===== src/dzft_pkg.sv =====
package dzft_pkg;

  localparam int unsigned CfgIdxW = 3;

  // configuration register indexes
  localparam logic [CfgIdxW-1:0] REG_DEAD_ZONE_X     = 3'd0;
  localparam logic [CfgIdxW-1:0] REG_MAX_STEP_X      = 3'd1;
  localparam logic [CfgIdxW-1:0] REG_MAX_STEP_Y      = 3'd2;
  localparam logic [CfgIdxW-1:0] REG_AIR_WINDOW_Y    = 3'd3;
  localparam logic [CfgIdxW-1:0] REG_BOUND_EASE_STEP = 3'd4;
  localparam logic [CfgIdxW-1:0] REG_SCREEN_LINES    = 3'd5;

  localparam logic CMD_INIT  = 1'b0;
  localparam logic CMD_FRAME = 1'b1;

  localparam logic [30:0] RST_DEAD_ZONE_X     = 31'h0008_0000;
  localparam logic [30:0] RST_MAX_STEP_X      = 31'h0010_0000;
  localparam logic [30:0] RST_MAX_STEP_Y      = 31'h0018_0000;
  localparam logic [30:0] RST_AIR_WINDOW_Y    = 31'h0020_0000;
  localparam logic [7:0]  RST_BOUND_EASE_STEP = 8'd2;
  localparam logic [9:0]  RST_SCREEN_LINES    = 10'd224;

  // fraction bits of the 16.16 format and window decay shift
  localparam int unsigned FracBits   = 16;
  localparam int unsigned DecayShift = 3;

  typedef struct packed {
    logic              cmd;
    logic signed [31:0] target_x;
    logic signed [31:0] target_y;
    logic signed [31:0] adjust_y;
    logic              airborne;
    logic signed [31:0] prev_screen_top;
    logic signed [31:0] zone_top;
    logic signed [31:0] zone_bottom;
  } in_item_t;

  typedef struct packed {
    logic signed [31:0] view_x;
    logic signed [31:0] view_y;
    logic signed [31:0] limit_top;
    logic signed [31:0] limit_bottom;
    logic signed [31:0] speed_y;
  } out_item_t;

  typedef struct packed {
    logic [30:0] dead_zone_x;
    logic [30:0] max_step_x;
    logic [30:0] max_step_y;
    logic [30:0] air_window_y;
    logic [7:0]  bound_ease_step;
    logic [9:0]  screen_lines;
  } cfg_t;

  typedef struct packed {
    logic signed [31:0] pos_x;
    logic signed [31:0] pos_y;
    logic signed [31:0] window_y;
    logic signed [31:0] last_speed_y;
    logic signed [31:0] top_limit;
    logic signed [31:0] bottom_limit;
  } trk_state_t;

  // dead zone follow on one axis, move clamped to +/- cap
  function automatic logic signed [31:0] follow_axis(
    input logic signed [31:0] pos,
    input logic signed [31:0] tgt,
    input logic signed [31:0] win,
    input logic signed [31:0] cap
  );
    logic signed [31:0] hi;
    logic signed [31:0] lo;
    logic signed [31:0] ncap;
    logic signed [31:0] d;
    logic signed [31:0] res;
    hi   = pos + win;
    lo   = pos - win;
    ncap = -cap;
    res  = pos;
    d    = '0;
    if (tgt > hi) begin
      d = tgt - pos - win;
      if (cap < d) begin
        d = cap;
      end
      res = pos + d;
    end else if (tgt < lo) begin
      d = tgt + win - pos;
      if (d < ncap) begin
        d = ncap;
      end
      res = pos + d;
    end
    return res;
  endfunction

endpackage


===== src/dzft_step.sv =====
module dzft_step (
  input  dzft_pkg::cfg_t       cfg,
  input  dzft_pkg::trk_state_t st,
  input  dzft_pkg::in_item_t   item,
  output dzft_pkg::trk_state_t st_nxt,
  output dzft_pkg::out_item_t  res
);
  import dzft_pkg::*;

  logic signed [31:0] step_s;
  logic signed [31:0] sb;
  logic signed [31:0] vpix;
  logic               vneg;
  logic               vpos;
  logic signed [31:0] top_a;
  logic signed [31:0] top_b;
  logic signed [31:0] bot_a;
  logic signed [31:0] bot_b;
  logic signed [31:0] win;
  logic signed [31:0] win_dec;
  logic signed [31:0] tgt_y;
  logic signed [31:0] new_x;
  logic signed [31:0] new_y;

  assign step_s = signed'({24'd0, cfg.bound_ease_step});
  assign sb     = item.prev_screen_top + signed'({22'd0, cfg.screen_lines});
  assign vpix   = st.last_speed_y >>> FracBits;
  assign vneg   = st.last_speed_y[31];
  assign vpos   = !vneg && (st.last_speed_y != '0);

  // top limit easing
  always_comb begin
    top_a = st.top_limit;
    if (top_a < item.zone_top) begin
      top_a = (top_a < item.prev_screen_top) ? item.prev_screen_top
                                             : item.prev_screen_top + step_s;
    end
    top_b = top_a;
    if (item.zone_top < top_a) begin
      if (!(top_a < item.prev_screen_top)) begin
        top_b = top_a - step_s;
        if (vneg) begin
          top_b = top_b + vpix;
          if (top_b < item.zone_top) begin
            top_b = item.zone_top;
          end
        end
      end else begin
        top_b = item.zone_top;
      end
    end
  end

  // bottom limit easing
  always_comb begin
    bot_a = st.bottom_limit;
    if (item.zone_bottom < bot_a) begin
      bot_a = (!(sb < bot_a)) ? bot_a - step_s : sb;
    end
    bot_b = bot_a;
    if (bot_a < item.zone_bottom) begin
      if (!(sb < bot_a)) begin
        bot_b = bot_a + step_s;
        if (vpos) begin
          bot_b = bot_b + vpix;
          if (item.zone_bottom < bot_b) begin
            bot_b = item.zone_bottom;
          end
        end
      end else begin
        bot_b = item.zone_bottom;
      end
    end
  end

  assign win   = item.airborne ? signed'({1'b0, cfg.air_window_y}) : st.window_y;
  assign tgt_y = item.target_y - item.adjust_y;
  assign new_x = follow_axis(st.pos_x, item.target_x,
                             signed'({1'b0, cfg.dead_zone_x}),
                             signed'({1'b0, cfg.max_step_x}));
  assign new_y = follow_axis(st.pos_y, tgt_y, win,
                             signed'({1'b0, cfg.max_step_y}));

  // grounded window decays by an eighth, floored at zero
  always_comb begin
    win_dec = win;
    if (!item.airborne) begin
      win_dec = win - (win >>> DecayShift);
      if (win_dec[31]) begin
        win_dec = '0;
      end
    end
  end

  always_comb begin
    if (item.cmd == CMD_INIT) begin
      st_nxt.pos_x        = item.target_x;
      st_nxt.pos_y        = item.target_y;
      st_nxt.window_y     = '0;
      st_nxt.last_speed_y = '0;
      st_nxt.top_limit    = item.zone_top;
      st_nxt.bottom_limit = item.zone_bottom;
    end else begin
      st_nxt.pos_x        = new_x;
      st_nxt.pos_y        = new_y;
      st_nxt.window_y     = win_dec;
      st_nxt.last_speed_y = new_y - st.pos_y;
      st_nxt.top_limit    = top_b;
      st_nxt.bottom_limit = bot_b;
    end
  end

  assign res.view_x       = st_nxt.pos_x;
  assign res.view_y       = st_nxt.pos_y;
  assign res.limit_top    = st_nxt.top_limit;
  assign res.limit_bottom = st_nxt.bottom_limit;
  assign res.speed_y      = st_nxt.last_speed_y;

endmodule


===== src/deadzone_follow_tracker_core.sv =====
// Viewport follow tracker. Each input beat is either an init command, which
// loads position and viewport limits, or a frame step, which eases the top
// and bottom limits toward the zone limits and then moves the viewport
// toward the target inside horizontal and vertical dead zones, each move
// clamped per axis. Every beat yields exactly one result beat. Throughput is
// one beat per clock while the output is not stalled, which the state update
// loop allows; each beat passes the input register, then the result register,
// before its result is offered. Configuration writes are always taken (cfg_ready
// is tied high) and should only be issued while the tracker is idle.
module deadzone_follow_tracker_core (
  input  logic                      clk,
  input  logic                      rst_n,
  input  logic                      in_valid,
  output logic                      in_stall,
  input  dzft_pkg::in_item_t        in_data,
  output logic                      out_valid,
  input  logic                      out_stall,
  output dzft_pkg::out_item_t       out_data,
  input  logic                      cfg_valid,
  output logic                      cfg_ready,
  input  logic [dzft_pkg::CfgIdxW-1:0] cfg_index,
  input  logic [31:0]               cfg_data
);
  import dzft_pkg::*;

  // configuration registers
  cfg_t       cfg_r;

  // input register stage
  logic       in_vld_r;
  in_item_t   in_item_r;

  // tracker state, updated once per processed beat
  trk_state_t st_r;
  trk_state_t st_nxt;

  // result register stage
  logic       out_vld_r;
  out_item_t  out_item_r;
  out_item_t  res;

  logic       advance;

  // the held beat moves on whenever the result slot is free or being drained
  assign advance  = in_vld_r && !(out_vld_r && out_stall);
  assign in_stall = in_vld_r && !advance;

  assign cfg_ready = 1'b1;
  assign out_valid = out_vld_r;
  assign out_data  = out_item_r;

  dzft_step u_step (
    .cfg    (cfg_r),
    .st     (st_r),
    .item   (in_item_r),
    .st_nxt (st_nxt),
    .res    (res)
  );

  // register file, values masked to each register's width
  always_ff @(posedge clk) begin
    if (!rst_n) begin
      cfg_r.dead_zone_x     <= RST_DEAD_ZONE_X;
      cfg_r.max_step_x      <= RST_MAX_STEP_X;
      cfg_r.max_step_y      <= RST_MAX_STEP_Y;
      cfg_r.air_window_y    <= RST_AIR_WINDOW_Y;
      cfg_r.bound_ease_step <= RST_BOUND_EASE_STEP;
      cfg_r.screen_lines    <= RST_SCREEN_LINES;
    end else if (cfg_valid && cfg_ready) begin
      unique case (cfg_index)
        REG_DEAD_ZONE_X:     cfg_r.dead_zone_x     <= cfg_data[30:0];
        REG_MAX_STEP_X:      cfg_r.max_step_x      <= cfg_data[30:0];
        REG_MAX_STEP_Y:      cfg_r.max_step_y      <= cfg_data[30:0];
        REG_AIR_WINDOW_Y:    cfg_r.air_window_y    <= cfg_data[30:0];
        REG_BOUND_EASE_STEP: cfg_r.bound_ease_step <= cfg_data[7:0];
        REG_SCREEN_LINES:    cfg_r.screen_lines    <= cfg_data[9:0];
        default: ;
      endcase
    end
  end

  // input stage: takes a new beat whenever it is not stalled
  always_ff @(posedge clk) begin
    if (!rst_n) begin
      in_vld_r <= 1'b0;
    end else if (!in_stall) begin
      in_vld_r <= in_valid;
    end
  end

  always_ff @(posedge clk) begin
    if (!in_stall && in_valid) begin
      in_item_r <= in_data;
    end
  end

  // state and result update
  always_ff @(posedge clk) begin
    if (!rst_n) begin
      st_r      <= '0;
      out_vld_r <= 1'b0;
    end else begin
      if (advance) begin
        st_r      <= st_nxt;
        out_vld_r <= 1'b1;
      end else if (!out_stall) begin
        out_vld_r <= 1'b0;
      end
    end
  end

  always_ff @(posedge clk) begin
    if (advance) begin
      out_item_r <= res;
    end
  end

endmodule


===== config.mk =====
export PLATFORM = sky130hd
export DESIGN_NAME = deadzone_follow_tracker_core
export DESIGN_NICKNAME = d
export VERILOG_FILES = /design/src/dzft_pkg.sv /design/src/dzft_step.sv /design/src/deadzone_follow_tracker_core.sv
export SDC_FILE = /design/constraint.sdc
export NUM_CORES = 2
export LEC_CHECK = 0
export BUFFER_PORTS_ARGS = -buffer_cell sky130_fd_sc_hd__buf_2
export CAP_MARGIN = 10
export CELL_PAD_IN_SITES_DETAIL_PLACEMENT = 1
export CELL_PAD_IN_SITES_GLOBAL_PLACEMENT = 2
export CORE_MARGIN = 2
export CORE_UTILIZATION = 39
export DETAILED_ROUTE_END_ITERATION = 10
export GPL_TIMING_DRIVEN = 1
export PLACE_DENSITY_LB_ADDON = 0.1
export RECOVER_POWER = 100
export SETUP_SLACK_MARGIN = 0.1
export SYNTH_ARGS = -nofsm -noshare
export SYNTH_HDL_FRONTEND = slang
export SYNTH_SLANG_ARGS = --single-unit
export TNS_END_PERCENT = 50

===== constraint.sdc =====
create_clock -name clk -period 13.75 [get_ports clk]
set_input_delay 3.4375 -clock clk [delete_from_list [all_inputs] [get_ports clk]]
set_output_delay 3.4375 -clock clk [all_outputs]
set_load 0.01 [all_outputs]

# Yosys cells after proc, flatten, opt, wreduce, memory -nomap -nowiden
# Cells that the tools add are included.
# word_totals
ff_bits	690
inputBits	234
output_inout_bits	163
elab_cells	128
# classes
n_addsub	28
magnitude_cmp	18
eq_ne	6
muxes	32
n_reduce_logical	17
# ops
op	count
$mux 32	28
$lt 32x32->1	16
$sub 32x32->32	10
$add 32x32->32	8
$mux 192	1
$add 32x16->32	2
$add 32x9->32	2
$gt 32x32->1	2
$neg 31->32	2
$sub 32x9->32	2
$add 32x11->32	1
$reduce_bool 32->1	1
$sub 32x29->32	1
$mux 31	1
$reduce_and 2->1	6
$eq 3x2->1 const B	2
$eq 3x3->1 const B	2
$logic_and 1x1->1	5
$logic_not 1->1	4
$eq 3x1->1 const B	1
$logic_not 3->1	1
$mux 1	2
$ne 2x1->1 const B	1

# Logic depth before layout (Yosys ltp)
# logic_depth
depth_word	12
mapped_depth	72
mapped_depth_nobuf	71

# Hierarchy
# Synthesis repeated with hierarchy kept, for this count alone.
# hier_totals
hier_cells	9457
hier_area_um2	79058.3
# modules_own_cells
module	instances	cells_each	area_each_um2	seq_area_each_um2
dzft_step	1	7751	55585.8	0.0
deadzone_follow_tracker_core	1	1706	23472.5	17356.6

# Worst setup path before layout
# Ideal clock, no wire load.
# synth_timing
kind	input-to-reg
startpoint	in out_stall
endpoint	reg in_item_r[0] (netlist bit), enable pin
setup_time_ns	0.773
arrival_time_ns	12.205
required_ns	12.977
path_slack_ns	0.772
stages	2
path_buffers	0
cell_sequence	and3_1 nor2b_1
# synth_via
elab_chain_len	7
# synth_rtl
item	line_no	source
from (decl)	deadzone_follow_tracker_core.sv:17	input logic out_stall,
$logic_and 1x1->1	deadzone_follow_tracker_core.sv:45	assign advance = in_vld_r && !(out_vld_r && out_stall);
$logic_not 1->1	deadzone_follow_tracker_core.sv:45	
$logic_and 1x1->1	deadzone_follow_tracker_core.sv:45	
$logic_not 1->1	deadzone_follow_tracker_core.sv:46	assign in_stall = in_vld_r && !advance;
$logic_and 1x1->1	deadzone_follow_tracker_core.sv:46	
$logic_not 1->1	deadzone_follow_tracker_core.sv:92	if (!in_stall && in_valid) begin
$logic_and 1x1->1	deadzone_follow_tracker_core.sv:92	
to (signal assigned)	deadzone_follow_tracker_core.sv:93	in_item_r <= in_data;
to (decl)	deadzone_follow_tracker_core.sv:31	in_item_t in_item_r;
# No other way between the ends.
# A chain may end at the register's enable or synchronous reset.

==> flow_metrics.env <==
export IMPL_p_leak_uw=0.04069
export IMPL_grt_pass1_wl_um=478500
export IMPL_reg2reg_from="in_item_r[129]"
export IMPL_rrSetupSlack_ns=0.31
export IMPL_stdcell_count=12810
export IMPL_period_share_pct=97.78
export IMPL_setup_ws_ns=0.3053
export IMPL_postSynthAreaPerCell_sq_um=8.215
export IMPL_dieWidth_um=444.5
export IMPL_hp_class="register to register"
export IMPL_insertion_delay_ns=0.77
export IMPL_dieArea_sq_um=197500
export IMPL_fin_crit_ns=13.44
export IMPL_yosysWarnings=0
export IMPL_die_h_um=444.5
export IMPL_layout_drive_gt1_share_pct=14.57
export IMPL_cpPeakStageDelay_ns=0.55
export IMPL_avgViaCountPerCell=5.659
export IMPL_drv_slew=1051
export IMPL_overflow=0
export IMPL_yosys_cell_types_count=112
export IMPL_worst_slew_pin_slew_ns=9.811
export IMPL_criticalPathCategory="register to register"
export IMPL_cap_violations=16
export IMPL_cp_num_buf_inv=10
export IMPL_power_density_nw_per_um2=289.9
export IMPL_htreeDepth=3
export IMPL_clockRootBuffer="clkbuf_16"
export IMPL_cts_tree="built"
export IMPL_cp_common_cell="a21oi_2"
export IMPL_irDropWorstVdd_mv=0.3269
export IMPL_yosys_most_used_dff="edfxtp_1"
export IMPL_crit_arrival_ns=14.04
export IMPL_cts_made_buffers=87
export IMPL_power_uw=25970
export IMPL_critical_path_depth=67
export IMPL_setup_viol=0
export IMPL_finalHoldViolations=0
export IMPL_startpoint_type="register"
export IMPL_slowest_stage="o41ai_1"
export IMPL_finalClockSkew_ns=0.02968
export IMPL_crit_path_max_fanout=4
export IMPL_run_status="complete, but fails checks"
export IMPL_placed_cells=12580
export IMPL_max_freq_ghz=0.07438
export IMPL_rows=161
export IMPL_synth_seq_cells=690
export IMPL_grt_pass1_vias=75560
export IMPL_area_growth_pct=18.40
export IMPL_cts_sinks=690
export IMPL_syn_inst=9210
export IMPL_globalplace_congestion=0.9221
export IMPL_drt_iter0_drc=3974
export IMPL_rsz0062_at_grt="true"
export IMPL_critPathLaunch="in_item_r[129]"
export IMPL_nFillCells=23230
export IMPL_portBuffers=394
export IMPL_grt_usage_pct=31.79
export IMPL_finalWirelength_um=321100
export IMPL_core_area_sq_um=192600
export IMPL_pin_count=397
export IMPL_clk_pin_slew_ns=0.06
export IMPL_reg2regPathDepth=67
export IMPL_layout_commonest_cell="ha_1"
export IMPL_ys_async_sr_fraction_pct=0
export IMPL_vias=72490
export IMPL_ys_seq_area_share_pct=22.94
export IMPL_synth_nets=10780
export IMPL_syn_area_sq_um=75660
export IMPL_postRouteAntennaNets=0
export IMPL_cp_top_family="compound AO/OA/AOI/OAI gates"
export IMPL_cts_path_max_buffers=3
export IMPL_dr_pass1_iters=6
export IMPL_drcViolationCount=0
export IMPL_layout_nets=11770
export IMPL_relSlewSlack_pct=-554.1
export IMPL_hpwl_um=262900
export IMPL_wl_per_cell_um=25.07
export IMPL_floorplan_initialDensity_pct=39.29
export IMPL_synth_edf_count=354
export IMPL_antenna_found_initial=20
export IMPL_endpoint_kind="register"
export IMPL_failed_checks="capacitance limit, slew limit"
export IMPL_required_ns=14.35
export IMPL_endpoint="st_r[91]"
export IMPL_dp_slack_ns=-1.500
export IMPL_rr_endpoint="st_r[91]"
export IMPL_grt_max_degree=170
export IMPL_mostFrequentLayoutCells="ha_1, nand2_1, inv_1"
## kinds of logic (layout without fill, tap and decap cells)
family          count (synthesis)  count (layout)  synth area share, %
compound gates               2557            2557                21.53
xor+xnor                      624             624                7.261
fa+ha+maj                    1339            1339                23.55
buf+inv                      1151            2215                5.775
flops                         690             690                22.94
mux                           186             186                2.591
other cells                     1              11             0.004956
simple gates                 2662            2662                16.34
## metrics by stage
step	hold slack (ns)	cell area (sq um)	setup TNS (ns)	utilization, %
CTS	0.4516	89170	0	46.30
detailed placement	0.4415	85400	-24.63	44.35
floorplan	0.4244	75660	0	-
global placement	0.4332	85400	-18.23	44.35
finish	0.4526	89580	0	46.52
global route	0.4702	89570	-4.399	46.51
## worst min-delay path: stages, from the launching register on
cell and delay [ns]:
dfxtp_1 0.31, nand2_1 0.05, a21oi_1 0.05
## worst min-delay path by stage
| stage | endpoint | slack (ns) | start | cells after the start |
|---|---|---|---|---|
| final | st_r[104] | 0.45 | st_r[104] | 2 |
| after global routing | st_r[104] | 0.47 | st_r[104] | 2 |
| after CTS | st_r[104] | 0.45 | st_r[104] | 2 |
| after detailed placement | st_r[99] | 0.44 | st_r[99] | 2 |
| after global placement | st_r[101] | 0.43 | st_r[101] | 2 |
| after floorplan | st_r[100] | 0.42 | st_r[100] | 2 |
## cell usage after synthesis (75+ instances only)
cell / n / area [sq um]
xor2_1: 188 / 1647
xnor2_1: 433 / 3792
o211ai_1: 76 / 570.6
o21ai_0: 526 / 2633
a21oi_1: 810 / 4054
nor3_1: 157 / 785.8
nand2b_1: 139 / 869.6
o21bai_1: 80 / 600.6
mux2_2: 75 / 844.6
ha_1: 1196 / 14960
fa_1: 142 / 2843
dfxtp_1: 336 / 6726
nor2_1: 654 / 2455
a211oi_1: 95 / 713.2
nand2_1: 985 / 3697
a31oi_1: 75 / 469.2
nand3_1: 159 / 795.8
edfxtp_1: 354 / 10630
o21a_1: 104 / 780.8
nor2b_1: 103 / 644.4
nand4_1: 130 / 813.3
inv_1: 863 / 3239
mux2i_1: 110 / 1101
clkbuf_1: 234 / 878.3
a21o_1: 340 / 2552
## sequential cells by signal, summed over array words and instances, names as in the netlist
name,cells
out_valid,1
st_r,192
out_data,160
cfg_r,142
in_vld_r,1
in_item_r,194
## area by class of cell
class / instances / area, sq um / area share (%)
multi-input cells: 7369 / 55010 / 61.41
flip-flops and latches: 690 / 17360 / 19.38
repair buffers: 1183 / 7744 / 8.644
inverters: 869 / 3266 / 3.645
well taps: 2526 / 3161 / 3.528
clock buffers: 112 / 2361 / 2.636
clock inverters: 51 / 653.1 / 0.7291
diodes: 10 / 25.02 / 0.02793
## report_power, final
part	total (uW)	switching [uW]	internal, uW	leakage, uW
logic	20500	11600	8890	0.0331
clock network	2520	1070	1450	0.00146
registers	2920	291	2630	0.00614
## what timing repair did
item / CTS / global route
pin swaps: 62 / 109
buffers inserted: 37 / 28
hold buffers: 0 / 0
resized for setup: 121 / 120
setup endpoints to repair: 34 / 90
## routing by layer
metal	vias up	track usage (%)	share of wire, %
li1	34670	-	-
met1	35840	38.96	42
met2	1511	57.20	50
met3	468	3.071	3.9
met4	0	11.97	4.5
met5	-	0	0
Note: power is estimated with default switching activity, not from simulation.
